<file path="src/hdl/rnfe_pkg.sv">
// Shared types and constants for the RSSI noise floor estimator.
// No dependencies; imported by every module of the block.
`timescale 1ns / 1ps

package rnfe_pkg;

  localparam int CMD_W   = 2;
  localparam int RSSI_W  = 9;
  localparam int THR_W   = 7;
  localparam int FLOOR_W = 9;
  localparam int SUM_W   = 15;
  // wide enough for rssi against floor plus margin or threshold
  localparam int CMP_W   = 11;

  localparam int ACCEPT_MARGIN = 14;
  localparam int FLOOR_MIN     = -120;

  localparam logic [CMD_W-1:0] CMD_TICK    = 2'd0;
  localparam logic [CMD_W-1:0] CMD_RESTART = 2'd1;
  localparam logic [CMD_W-1:0] CMD_AGC     = 2'd2;

  typedef struct packed {
    logic [CMD_W-1:0]         cmd;
    logic signed [RSSI_W-1:0] rssi;
    logic                     rx_mode;
    logic                     arriving;
    logic                     irq;
  } in_item_t;

  typedef struct packed {
    logic signed [FLOOR_W-1:0] floor_dbm;
    logic                      channel_busy;
    logic                      sampling_done;
    logic                      agc_reset_done;
  } result_t;

endpackage

</file>
<file path="src/hdl/rnfe_in_reg.sv">
// Input register stage: captures one input word and holds it until the core takes it.
// Depends on rnfe_pkg.
`timescale 1ns / 1ps

module rnfe_in_reg (
  input  logic               clk,
  input  logic               rst_n,
  input  logic               in_valid,
  output logic               in_stall,
  input  rnfe_pkg::in_item_t in_item,
  input  logic               take,
  output logic               item_valid,
  output rnfe_pkg::in_item_t item
);
  import rnfe_pkg::*;

  logic     valid_r;
  logic     valid_nxt;
  in_item_t item_r;
  logic     load;

  assign in_stall  = valid_r && !take;
  assign load      = in_valid && !in_stall;
  assign valid_nxt = load ? 1'b1 : (take ? 1'b0 : valid_r);

  always_ff @(posedge clk) begin
    if (!rst_n) begin
      valid_r <= 1'b0;
    end else begin
      valid_r <= valid_nxt;
    end
  end

  always_ff @(posedge clk) begin
    if (load) begin
      item_r <= in_item;
    end
  end

  assign item_valid = valid_r;
  assign item       = item_r;

endmodule

</file>
<file path="src/hdl/rnfe_floor_div.sv">
// Floor candidate: sample sum divided by the run length, truncated toward zero,
// clamped below. Reciprocal multiply, exact for all 15-bit sums. Depends on rnfe_pkg.
`timescale 1ns / 1ps

module rnfe_floor_div #(
  parameter int RUN_LENGTH = 64
) (
  input  logic signed [rnfe_pkg::SUM_W-1:0]   sum,
  output logic signed [rnfe_pkg::FLOOR_W-1:0] floor_val
);
  import rnfe_pkg::*;

  localparam int DIV_SHIFT = SUM_W + $clog2(RUN_LENGTH);
  localparam int PROD_W    = SUM_W + DIV_SHIFT;
  localparam logic [DIV_SHIFT-1:0] DIV_MULT =
    DIV_SHIFT'(((64'd1 << DIV_SHIFT) + 64'(RUN_LENGTH) - 64'd1) / 64'(RUN_LENGTH));

  logic [SUM_W-1:0]        mag;
  logic [PROD_W-1:0]       prod;
  logic [SUM_W-1:0]        quot;
  logic signed [SUM_W:0]   quot_s;
  logic signed [SUM_W:0]   signed_q;
  logic signed [SUM_W:0]   clamped;

  // magnitude of the most negative sum still fits unsigned
  assign mag      = sum[SUM_W-1] ? SUM_W'(-sum) : SUM_W'(sum);
  assign prod     = PROD_W'(mag) * PROD_W'(DIV_MULT);
  assign quot     = prod[PROD_W-1:DIV_SHIFT];
  assign quot_s   = {1'b0, quot};
  assign signed_q = sum[SUM_W-1] ? -quot_s : quot_s;
  assign clamped  = (signed_q < FLOOR_MIN) ? (SUM_W+1)'(FLOOR_MIN) : signed_q;
  assign floor_val = clamped[FLOOR_W-1:0];

endmodule

</file>
<file path="src/hdl/rnfe_core.sv">
// Estimator core: floor, count and sum state, per-word update and the result register.
// Depends on rnfe_pkg and rnfe_floor_div.
`timescale 1ns / 1ps

module rnfe_core #(
  parameter int RUN_LENGTH = 64
) (
  input  logic                              clk,
  input  logic                              rst_n,
  input  logic                              item_valid,
  input  rnfe_pkg::in_item_t                item,
  output logic                              take,
  input  logic signed [rnfe_pkg::THR_W-1:0] threshold,
  output logic                              out_valid,
  input  logic                              out_stall,
  output rnfe_pkg::result_t                 result
);
  import rnfe_pkg::*;

  localparam int CNT_W = $clog2(RUN_LENGTH + 1);
  localparam logic [CNT_W-1:0] RUN_END = CNT_W'(RUN_LENGTH);

  logic signed [FLOOR_W-1:0] floor_r, floor_nxt;
  logic [CNT_W-1:0]          count_r, count_nxt;
  logic signed [SUM_W-1:0]   sum_r, sum_nxt;
  logic                      out_valid_r, out_valid_nxt;
  result_t                   result_r, result_nxt;

  logic signed [FLOOR_W-1:0] div_floor;
  logic signed [RSSI_W-1:0]  rssi;
  logic signed [CMP_W-1:0]   rssi_ext;
  logic signed [CMP_W-1:0]   accept_lim;
  logic signed [CMP_W-1:0]   busy_lim;
  logic                      run_full;
  logic                      agc_done;
  logic                      out_free;

  rnfe_floor_div #(
    .RUN_LENGTH(RUN_LENGTH)
  ) u_div (
    .sum      (sum_r),
    .floor_val(div_floor)
  );

  assign out_free = !out_valid_r || !out_stall;
  assign take     = item_valid && out_free;

  assign rssi       = item.rssi;
  assign rssi_ext   = CMP_W'(rssi);
  assign accept_lim = CMP_W'(floor_r) + CMP_W'(ACCEPT_MARGIN);
  assign run_full   = (count_r == RUN_END);

  always_comb begin
    floor_nxt = floor_r;
    count_nxt = count_r;
    sum_nxt   = sum_r;
    agc_done  = 1'b0;
    case (item.cmd)
      CMD_TICK: begin
        if (item.rx_mode && !run_full) begin
          if (!item.arriving && (rssi_ext < accept_lim)) begin
            count_nxt = count_r + CNT_W'(1);
            sum_nxt   = sum_r + SUM_W'(rssi);
          end
        end else if (run_full && (sum_r != '0)) begin
          floor_nxt = div_floor;
          sum_nxt   = '0;
        end
      end
      CMD_RESTART: begin
        if (run_full) begin
          count_nxt = '0;
          sum_nxt   = '0;
        end
      end
      CMD_AGC: begin
        if (!item.irq && !item.arriving) begin
          floor_nxt = '0;
          count_nxt = '0;
          sum_nxt   = '0;
          agc_done  = 1'b1;
        end
      end
      default: begin
      end
    endcase
  end

  // busy is judged against the floor as it stands after this word
  assign busy_lim = CMP_W'(floor_nxt) + CMP_W'(threshold);

  always_comb begin
    result_nxt.floor_dbm      = floor_nxt;
    result_nxt.channel_busy   = (threshold != '0) && (rssi_ext > busy_lim);
    result_nxt.sampling_done  = (count_nxt == RUN_END);
    result_nxt.agc_reset_done = agc_done;
  end

  assign out_valid_nxt = take ? 1'b1 : (out_stall ? out_valid_r : 1'b0);

  always_ff @(posedge clk) begin
    if (!rst_n) begin
      floor_r     <= '0;
      count_r     <= '0;
      sum_r       <= '0;
      out_valid_r <= 1'b0;
    end else begin
      if (take) begin
        floor_r <= floor_nxt;
        count_r <= count_nxt;
        sum_r   <= sum_nxt;
      end
      out_valid_r <= out_valid_nxt;
    end
  end

  always_ff @(posedge clk) begin
    if (take) begin
      result_r <= result_nxt;
    end
  end

  assign out_valid = out_valid_r;
  assign result    = result_r;

endmodule

</file>
<file path="src/hdl/rssi_noise_floor_estimator.sv">
// RSSI noise floor estimator, top level.
// Input channel (in_valid / in_stall): one word per command: cmd, rssi and the
//   radio status bits. A word is taken when in_valid is high and in_stall low.
// Result channel (out_valid / out_stall): one result word per input word, in
//   order: floor_dbm, channel_busy, sampling_done, agc_reset_done.
// Config channel (cfg_valid / cfg_ready): writes the signed interference
//   threshold; cfg_ready is always high. Write only while the block is idle.
// Path: a taken word passes the input register, then the result register, before
//   its result shows on out_valid.
// Throughput: one word per cycle unless out_stall holds a result; floor, count
//   and sum are updated combinationally between the input and result registers,
//   with the divide by RUN_LENGTH done as one reciprocal multiply on the stored sum.
// Stall: while out_stall holds a result, one more word is kept in the input
//   register; after that in_stall rises until the result is taken.
// Reset (rst_n, synchronous): clears floor, count, sum and threshold and
//   empties both registers; the block accepts a word as soon as rst_n is released.
// Depends on rnfe_pkg, rnfe_in_reg, rnfe_core.
`timescale 1ns / 1ps

module rssi_noise_floor_estimator #(
  parameter int RUN_LENGTH = 64
) (
  input  logic                                clk,
  input  logic                                rst_n,
  input  logic                                in_valid,
  output logic                                in_stall,
  input  logic [rnfe_pkg::CMD_W-1:0]          in_cmd,
  input  logic signed [rnfe_pkg::RSSI_W-1:0]  in_rssi,
  input  logic                                in_in_receive_mode,
  input  logic                                in_packet_arriving,
  input  logic                                in_irq_pending,
  output logic                                out_valid,
  input  logic                                out_stall,
  output logic signed [rnfe_pkg::FLOOR_W-1:0] out_floor_dbm,
  output logic                                out_channel_busy,
  output logic                                out_sampling_done,
  output logic                                out_agc_reset_done,
  input  logic                                cfg_valid,
  output logic                                cfg_ready,
  input  logic signed [rnfe_pkg::THR_W-1:0]   cfg_data
);
  import rnfe_pkg::*;

  logic signed [THR_W-1:0] threshold_r;
  in_item_t                in_item;
  in_item_t                held_item;
  logic                    held_valid;
  logic                    take;
  result_t                 result;

  assign cfg_ready = 1'b1;

  always_ff @(posedge clk) begin
    if (!rst_n) begin
      threshold_r <= '0;
    end else if (cfg_valid && cfg_ready) begin
      threshold_r <= cfg_data;
    end
  end

  always_comb begin
    in_item.cmd      = in_cmd;
    in_item.rssi     = in_rssi;
    in_item.rx_mode  = in_in_receive_mode;
    in_item.arriving = in_packet_arriving;
    in_item.irq      = in_irq_pending;
  end

  rnfe_in_reg u_in_reg (
    .clk       (clk),
    .rst_n     (rst_n),
    .in_valid  (in_valid),
    .in_stall  (in_stall),
    .in_item   (in_item),
    .take      (take),
    .item_valid(held_valid),
    .item      (held_item)
  );

  rnfe_core #(
    .RUN_LENGTH(RUN_LENGTH)
  ) u_core (
    .clk       (clk),
    .rst_n     (rst_n),
    .item_valid(held_valid),
    .item      (held_item),
    .take      (take),
    .threshold (threshold_r),
    .out_valid (out_valid),
    .out_stall (out_stall),
    .result    (result)
  );

  assign out_floor_dbm      = result.floor_dbm;
  assign out_channel_busy   = result.channel_busy;
  assign out_sampling_done  = result.sampling_done;
  assign out_agc_reset_done = result.agc_reset_done;

endmodule
</file>
<file path="config.mk">
export PLATFORM = sky130hd
export DESIGN_NAME = rssi_noise_floor_estimator
export DESIGN_NICKNAME = d
export VERILOG_FILES = /design/src/hdl/rnfe_pkg.sv /design/src/hdl/rnfe_in_reg.sv /design/src/hdl/rnfe_floor_div.sv /design/src/hdl/rnfe_core.sv /design/src/hdl/rssi_noise_floor_estimator.sv
export SDC_FILE = /design/constraint.sdc
export NUM_CORES = 1
export LEC_CHECK = 0
export BUFFER_PORTS_ARGS = -buffer_cell sky130_fd_sc_hd__clkbuf_2
export CAP_MARGIN = 20
export CORE_MARGIN = 4
export CORE_UTILIZATION = 40
export DETAILED_ROUTE_END_ITERATION = 8
export PLACE_DENSITY = 0.71
export SETUP_SLACK_MARGIN = 0.02
export SYNTH_ARGS = -nofsm -noshare
export SYNTH_HDL_FRONTEND = slang
export SYNTH_SLANG_ARGS = --single-unit
</file>
<file path="constraint.sdc">
create_clock -name clk -period 5.3 [get_ports clk]
set_input_delay 0.53 -clock clk [delete_from_list [all_inputs] [get_ports clk]]
set_output_delay 0.53 -clock clk [all_outputs]
set_load 0.01 [all_outputs]
</file>
# ---- Word-level counts from Yosys, hierarchy flattened
# Cells that the tools add are included.
dict set report op_classes {
  n_addsub 6
  n_mul 0
  n_div 0
  order_cmp 3
  eq_ne 9
  shift 0
  mux 23
  bitwise_logic 0
  reduce_logical 22
}
# op n
set op_table {}
lappend op_table {{2-to-1 mux 15 bit} 6}
lappend op_table {{case mux 15 bit (3 select lines)} 1}
lappend op_table {{2-to-1 mux 9 bit} 4}
lappend op_table {{2-to-1 mux 7 bit} 4}
lappend op_table {{case mux 7 bit (3 select lines)} 1}
lappend op_table {{case mux 9 bit (2 select lines)} 1}
lappend op_table {{< comparator 16 x 8 -> 1 bit, second input constant} 1}
lappend op_table {{2-to-1 mux 16 bit} 1}
lappend op_table {{negator 9 -> 16 bit} 1}
lappend op_table {{adder 15 x 9 -> 15 bit} 1}
lappend op_table {{negator 15 bit} 1}
lappend op_table {{nonzero test 15 bit} 1}
lappend op_table {{== test 7 bit, second input constant} 2}
lappend op_table {{adder 9 x 5 -> 10 bit, second input constant} 1}
lappend op_table {{adder 9 x 7 -> 10 bit} 1}
lappend op_table {{greater-than comparator 9 x 10 -> 1 bit} 1}
lappend op_table {{< comparator 9 x 10 -> 1 bit} 1}
lappend op_table {{logical AND 1 bit} 8}
lappend op_table {{adder 7 x 1 -> 7 bit, second input constant} 1}
lappend op_table {{zero test 1 bit} 7}
lappend op_table {{nonzero test 7 bit} 1}
lappend op_table {{!= test 2 x 1 -> 1 bit, second input constant} 3}
lappend op_table {{AND reduction 6 bit} 1}
lappend op_table {{2-to-1 mux 1 bit} 5}
lappend op_table {{8 further kinds} 8}
dict set report word_totals {
  ff_bits 66
  latch_bits 0
  ram_bits 0
  mem_bits_ro 0
  out_inout_bits 15
  wordCells 78
  n_memories 0
}

# ---- Depth between registers and ports, before layout
# Gate-level depths: netlist of the first run.
dict set report logic_depth {
  ltp_word 12
  mapped_depth 28
}

# ---- Hierarchy
# From an unflattened synthesis of the first run, not the netlist that was laid out.
dict set report unflattened {
  hier_cells 560
  hier_area_um2 5054.8
}
# mod n_inst cells_each area_each_um2
set by_module_without_submodules {}
lappend by_module_without_submodules {rnfe_core 1 429 3697.3}
lappend by_module_without_submodules {rnfe_floor_div 1 89 613.1}
lappend by_module_without_submodules {rnfe_in_reg 1 18 467.9}
lappend by_module_without_submodules {rssi_noise_floor_estimator 1 24 276.5}

# ---- Least setup slack after synthesis of the first run
# OpenSTA, ideal clock, no wires.
dict set report synth_path {
  kind {register to register}
  startpoint {reg u_core.sum_r[1]}
  endpoint {reg u_core.result_r, in the netlist u_core.result[2], data pin}
  setup_time_ns 0.261
  t_arrival_ns 4.740
  t_required_ns 5.039
  path_slack_ns 0.300
  path_stages_with_launch 26
  path_buffers 0
  period_less_slack_ns 5.000
  cell_sequence {dfxtp_1 > nor4_2 > nand2_1 > o21ai_0 > xor2_1 > ha_1 > nand3_1 > or2_2 > a21oi_2 > xor2_2 > o31ai_2 > o21ai_0 > ha_1 > a21o_1 > a21oi_1 > o21bai_1 > a21oi_1 > nor2b_1 > o21a_1 > o21ai_0 > a31oi_1 > ha_1 > inv_1 > or3_1 > o21ai_0 > a21oi_1}
}
# element line_no
set synth_rtl {}
lappend synth_rtl {{start, declared} rnfe_core.sv:25} ;# logic signed [SUM_W-1:0] sum_r, sum_nxt;
lappend synth_rtl {{start signal, assigned} rnfe_core.sv:111} ;# sum_r <= sum_nxt;
lappend synth_rtl {{end signal, assigned} rnfe_core.sv:119} ;# result_r <= result_nxt;
lappend synth_rtl {{end, declared} rnfe_core.sv:27} ;# result_t result_r, result_nxt;

==> results of run 1 <==
[critical path, delay by kind of cell (launching register included)]
kind | cells | cell delay (ps)
buffers and inverters | 1 | 110
AND/OR/NAND/NOR | 8 | 1080
adder cells (fa/ha/maj) | 4 | 1080
XOR/XNOR | 3 | 520
flip-flops | 1 | 350
AO/OA/AOI/OAI | 12 | 1740
[worst paths after layout]
| kind | slack (ps) | start | end | cells after the start |
|---|---|---|---|---|
| min | 370 | in_rssi[8] | u_in_reg.item[11] | 1 |
| min reg2reg | 470 | u_core.floor_r[0] | u_core.floor_r[0] | 2 |
| max reg2reg | 280 | u_core.sum_r[3] | u_core.result[2] | 28 |
| max | 280 | u_core.sum_r[3] | u_core.result[2] | 28 |
[registers in the layout, indices dropped and copies added (netlist names)]
signal / count
u_core.sum_r: 15
u_in_reg.item: 14
u_core.result: 12
u_core.floor_r: 9
threshold_r: 7
u_core.count_r: 7
u_core.out_valid: 1
u_in_reg.item_valid: 1
[placed cells by master, fill, tap and decap left out, drive strengths merged, types with 14 or more instances in the layout]
| cell | netlist | layout |
|---|---|---|
| nand2 | 36 | 36 |
| clkbuf | 8 | 52 |
| edfxtp | 26 | 26 |
| dfxtp | 40 | 40 |
| inv | 20 | 20 |
| xnor2 | 20 | 20 |
| nor2 | 51 | 51 |
| nor3 | 14 | 14 |
| o21ai | 25 | 25 |
| a21oi | 29 | 29 |
| ha | 50 | 50 |
| nand3 | 16 | 16 |
[synth_stat cells (7+ instances only)]
library cell / count
xnor2_1: 19
nand3_1: 16
nor3_1: 14
a21oi_1: 28
o21a_1: 13
nor2_1: 50
nand2_1: 34
buf_2: 7
dfxtp_1: 40
inv_1: 20
mux2i_1: 10
nor2b_1: 8
xor2_1: 11
a22oi_1: 11
a21o_1: 8
ha_1: 50
o21ai_0: 22
or3_1: 9
edfxtp_1: 26
[layout make-up]
type | instances | area, sq um
fill | 1058 | 6040
multi-input combinational | 410 | 3030
sequential | 66 | 1580
timing repair buffer | 52 | 293
clock buffer | 13 | 250
tap | 143 | 179
inverter | 21 | 78.8
clock inverter | 3 | 15.0
[what timing repair did]
item,CTS,global route
setup endpoints to repair,1,1
setup buffers,2,4
resized for setup,8,23
endpoints found under the hold margin,0,0
pin swaps,1,10
[logic make-up after synthesis]
kind of cell	synth area share, %
buffers and inverters	4.59
AO/OA/AOI/OAI	20.6
AND/OR/NAND/NOR	18.8
adder cells (fa/ha/maj)	14.1
XOR/XNOR	6.26
multiplexers	2.12
other	0.0794
flip-flops	33.5
[power by group through the flow]
| stage | Sequential [uW] | Clock, uW | Combinational [uW] |
|---|---|---|---|
| after floorplan | 573 | 0 | 119 |
| after detailed placement | 580 | 0 | 162 |
| final | 569 | 543 | 173 |
| after global placement | 579 | 0 | 156 |
| after CTS | 569 | 548 | 165 |
| after global routing | 572 | 565 | 194 |
[routing by layer]
| layer | share of wire (%) | wire [um] |
|---|---|---|
| met1 | 43 | 4870 |
| met2 | 51 | 5800 |
| met3 | 3.7 | 419 |
| met4 | 2.3 | 257 |
| met5 | 0 | 0 |
[metrics by stage]
step,cell area (sq um),worst slack [ps]
2_1_floorplan,4720,300
3_3_place_gp,5010,55.0
3_5_place_dp,5010,-181
4_1_cts,5320,31.7
5_1_grt,5430,-42.2
6_report,5430,277
==> impl_metrics.env, run 1 <==
export IMPL_worst_setup_path_end_kind="register"
export IMPL_power_uw=1290
export IMPL_final_hold_viol_count=0
export IMPL_fp_dieH_um=117
export IMPL_gp_congestion=0.856
export IMPL_outcome="completed"
export IMPL_worstSetupStartpointType="register"
export IMPL_synth_cell_types=71
export IMPL_maxSlewViolCount=0
export IMPL_start_util_pct=41.2
export IMPL_die_area_sq_um=13600
export IMPL_yosys_most_used_dff="dfxtp_1"
export IMPL_internal_power_uw=947
export IMPL_insertion_delay_ps=330
export IMPL_worstPathArrival_ps=5220
export IMPL_clkTransAtPathRegs_ps=50
export IMPL_fin_skew_ps=7.84
export IMPL_vias=4037
export IMPL_tns_ps=0
export IMPL_gr_usage_met2_pct=30.7
export IMPL_die_w_um=117
export IMPL_vias_per_cell=5.70
export IMPL_synthArstFlopShare_pct=0
export IMPL_grt_busiest_layer="met2"
export IMPL_drt_iter0_markers=216
export IMPL_cts_sinks=66
export IMPL_area_growth_pct=15.0
export IMPL_p_per_area_nw_per_um2=237
export IMPL_swShare_pct=26.3
export IMPL_drv_cap=0
export IMPL_worstPathMaxFanout=4
export IMPL_htreeDepth=3
export IMPL_power_frac_comb_pct=13.5
export IMPL_required_ps=5500
export IMPL_nNetsFinal=638
export IMPL_grt_max_degree=27
export IMPL_synth_seq_area_share_pct=33.5
export IMPL_cts_hold_buf=0
export IMPL_period_minus_slack_ps=5020
export IMPL_cts_tree="built"
export IMPL_ir_worst_vdd_uv=125
export IMPL_io_pins=41
export IMPL_syn_avg_cell_area_sq_um=9.13
export IMPL_core_sq_um=11500
export IMPL_seqPwrFrac_pct=44.3
export IMPL_worst_slew_pin_slew_ps=901
export IMPL_yosys_warnings=0
export IMPL_hp_class="primary input to register"
export IMPL_grt_pass1_vias=3842
export IMPL_met3_usage_pct=2.80
export IMPL_crit_type="register to register"
export IMPL_dp_hpwl_mm=8.29
export IMPL_syn_inst=517
export IMPL_rows=39
export IMPL_netlist_area_sq_um=4720
export IMPL_slowest_delay_ps=350
export IMPL_final_cell_count_no_fill=708
export IMPL_finalCritPeriodShare_pct=94.8
export IMPL_synth_area_leaders="dfxtp_1, edfxtp_1, ha_1, nor2_1, xnor2_1"
export IMPL_synth_nets=595
export IMPL_numCtsBuffers=9
export IMPL_grt_pass1_wl_mm=18.3
export IMPL_clock_path_buffers=2
export IMPL_io_buffers=39
export IMPL_ys_seq_elements=66
export IMPL_routed_wl_mm=11.3
export IMPL_yosysTopAreaCellShare_pct=17.0
export IMPL_grt_ovfl_total=0
export IMPL_max_freq_ghz=0.199
export IMPL_p_sw_uw=338
export IMPL_yosysTopAreaCell="dfxtp_1"
export IMPL_slew_headroom_pct=39.9
export IMPL_leakage_uw=0.00216
export IMPL_grt_met1_usage_pct=20.4
export IMPL_antenna_found_initial=0
export IMPL_antennaDiodeCount=0
export IMPL_dp_cells=686
export IMPL_antenna_left=0
export IMPL_setup_viol=0
export IMPL_drive_gt1_share_pct=18.6
export IMPL_cts_root_buf="clkbuf_16"
export IMPL_pwr_share_clk_pct=42.2
export IMPL_synth_edf_count=26
export IMPL_utilization_pct=47.3
export IMPL_hold_ws_ps=371
export IMPL_wl_per_cell_um=16.0
export IMPL_globalRouteTotalUtil_pct=17.1
export IMPL_drc=0
export IMPL_cpMaxStageDelayCell="dfxtp_1"
export IMPL_first_pass_iters=5
Power figures use the tool's default switching activity.
==> inputs of run 2 (changes only) <==
--- a/config.mk
+++ b/config.mk
@@ -6,11 +6,11 @@
 export NUM_CORES = 1
 export LEC_CHECK = 0
 export BUFFER_PORTS_ARGS = -buffer_cell sky130_fd_sc_hd__clkbuf_2
-export CAP_MARGIN = 20
+export CAP_MARGIN = 10
 export CORE_MARGIN = 4
 export CORE_UTILIZATION = 40
 export DETAILED_ROUTE_END_ITERATION = 8
-export PLACE_DENSITY = 0.71
+export PLACE_DENSITY = 0.66
 export SETUP_SLACK_MARGIN = 0.02
 export SYNTH_ARGS = -nofsm -noshare
 export SYNTH_HDL_FRONTEND = slang
==> impl_metrics.env, run 2 (synthesis gave the netlist of run 1 again) <==
export IMPL_hold_path_depth=1
export IMPL_io_pins=41
export IMPL_drv_cap=0
export IMPL_design_area_sq_um=5460
export IMPL_place_ws_ps=-136
export IMPL_setup_viol=0
export IMPL_hold_ws_ps=371
export IMPL_worst_slew_pin_slew_ps=946
export IMPL_grt_ovfl_total=0
export IMPL_gp_congestion=0.880
export IMPL_drt_iter0_markers=205
export IMPL_rows=39
export IMPL_leakage_uw=0.00217
export IMPL_globalRouteTotalUtil_pct=17.2
export IMPL_rr_endpoint="u_core.result[2]"
export IMPL_nNetsFinal=638
export IMPL_dpl_cell_area_sq_um=5000
export IMPL_worst_setup_path_end_kind="register"
export IMPL_area_growth_pct=15.7
export IMPL_ff2ff_setup_slack_ps=340
export IMPL_drive_gt1_share_pct=18.6
export IMPL_htreeDepth=3
export IMPL_worst_slack_ps=338
export IMPL_core_sq_um=11500
export IMPL_ir_worst_vdd_uv=148
export IMPL_fp_dieH_um=117
export IMPL_largest_reg_flops=15
export IMPL_final_cell_mix="nor2_1, ha_1, clkbuf_2, dfxtp_1, nand2_1"
export IMPL_wl_per_cell_um=15.9
export IMPL_dp_hpwl_mm=8.21
export IMPL_rsz0062_at_grt="yes"
export IMPL_hp_class="primary input to register"
export IMPL_maxSlewViolCount=0
export IMPL_min_to="u_in_reg.item[7]"
export IMPL_vias_per_cell=5.67
export IMPL_cts_hold_buf=0
export IMPL_cts_tree="built"
export IMPL_worstHoldStart="in_rssi[4]"
export IMPL_start_util_pct=41.2
export IMPL_die_area_sq_um=13600
export IMPL_fillCellCount=1075
export IMPL_insertion_delay_ps=330
export IMPL_worstReg2RegStart="u_core.sum_r[3]"
export IMPL_first_pass_iters=4
export IMPL_p_per_area_nw_per_um2=243
export IMPL_cts_sinks=66
export IMPL_multi_input_area_sq_um=3020
export IMPL_required_ps=5380
export IMPL_die_w_um=117
export IMPL_antennaDiodeCount=0
export IMPL_grt_pass1_wl_mm=18.4
export IMPL_power_uw=1330
export IMPL_slew_headroom_pct=36.9
export IMPL_vias=4016
export IMPL_crit_type="register to register"
export IMPL_numCtsBuffers=9
export IMPL_largest_register="u_core.sum_r"
export IMPL_max_freq_ghz=0.202
export IMPL_finalCritPeriodShare_pct=93.6
export IMPL_grt_max_degree=36
export IMPL_worstPathMaxFanout=6
export IMPL_period_minus_slack_ps=4960
export IMPL_worstPathArrival_ps=5040
export IMPL_outcome="completed"
export IMPL_fin_skew_ps=6.69
export IMPL_routed_wl_mm=11.3
export IMPL_seq_area_sq_um=1580
export IMPL_cts_root_buf="clkbuf_16"
export IMPL_r2r_cells=23
export IMPL_drc=0
export IMPL_io_buffers=39
export IMPL_final_hold_viol_count=0
export IMPL_antenna_left=0
export IMPL_final_common_cell="nor2_1"
export IMPL_clock_path_buffers=2
export IMPL_worstSetupStartpointType="register"
export IMPL_antenna_found_initial=0
export IMPL_clkTransAtPathRegs_ps=60
export IMPL_grt_pass1_vias=3814
==> run 2: what timing repair did <==
action,CTS,global route
endpoints found under the setup margin,1,1
cloned,0,0
gates resized for setup,10,17
buffers inserted,1,5
pin swaps,1,9
==> run 2: cell type report <==
type                       count  share of cell area [%]
inverter                      21                    1.44
clock inverter                 7                    1.28
tap                          143                    3.27
clock buffer                   9                    4.12
timing repair buffer          52                    5.72
multi-input combinational    410                    55.2
sequential                    66                    29.0
==> run 2: per-stage QoR <==
| stage | TNS [ps] | cells | util (%) |
|---|---|---|---|
| 2_1_floorplan | 0 | 517 | - |
| 3_3_place_gp | 0 | 685 | 43.6 |
| 3_5_place_dp | -136 | 685 | 43.6 |
| 4_1_cts | 0 | 702 | 46.6 |
| 5_1_grt | -31.3 | 708 | 47.6 |
| 6_report | 0 | 708 | 47.6 |
==> run 2: worst max-delay path: stages (launching register included) <==
cell     delay, ps
dfxtp_2        340
nor4_4         320
nand2_2        110
o21ai_2        140
xor2_1         190
ha_2           250
nand3_2        100
or2_4          270
a21oi_4        170
xor2_2         110
o31ai_4        310
o21ai_2         90
ha_2           200
fa_2           530
inv_1           50
ha_1           300
nor2b_1        140
o21a_1         170
o21a_1         170
o21a_1         160
o21a_1         160
o21a_1         160
o21ai_0        160
a21oi_1         90
==> run 2: report_power, final <==
part           switching (uW)  internal, uW  leakage (uW)
Combinational            97.6          71.6       0.00145
Sequential               21.5           548      0.000579
Clock                     228           362      0.000135
==> run 2: worst max-delay path by stage <==
stage                     from                to  slack, ps
2_1_floorplan  u_core.sum_r[1]  u_core.result[2]        300
3_3_place_gp   u_core.sum_r[0]  u_core.result[2]         40
5_1_grt        u_core.sum_r[3]  u_core.result[2]        -30
6_report       u_core.sum_r[3]  u_core.result[2]        340
4_1_cts        u_core.sum_r[0]  u_core.result[2]         40
3_5_place_dp   u_core.sum_r[0]  u_core.result[2]       -140
==> run 2: routing by layer <==
metal  global-route usage [%]  up-vias  wire length [um]
li1                         -     1998                 -
met1                     21.4     1936              4940
met2                     30.4       67              5750
met3                     2.49       15               383
met4                     5.96        0               181
met5                        0        -                 0
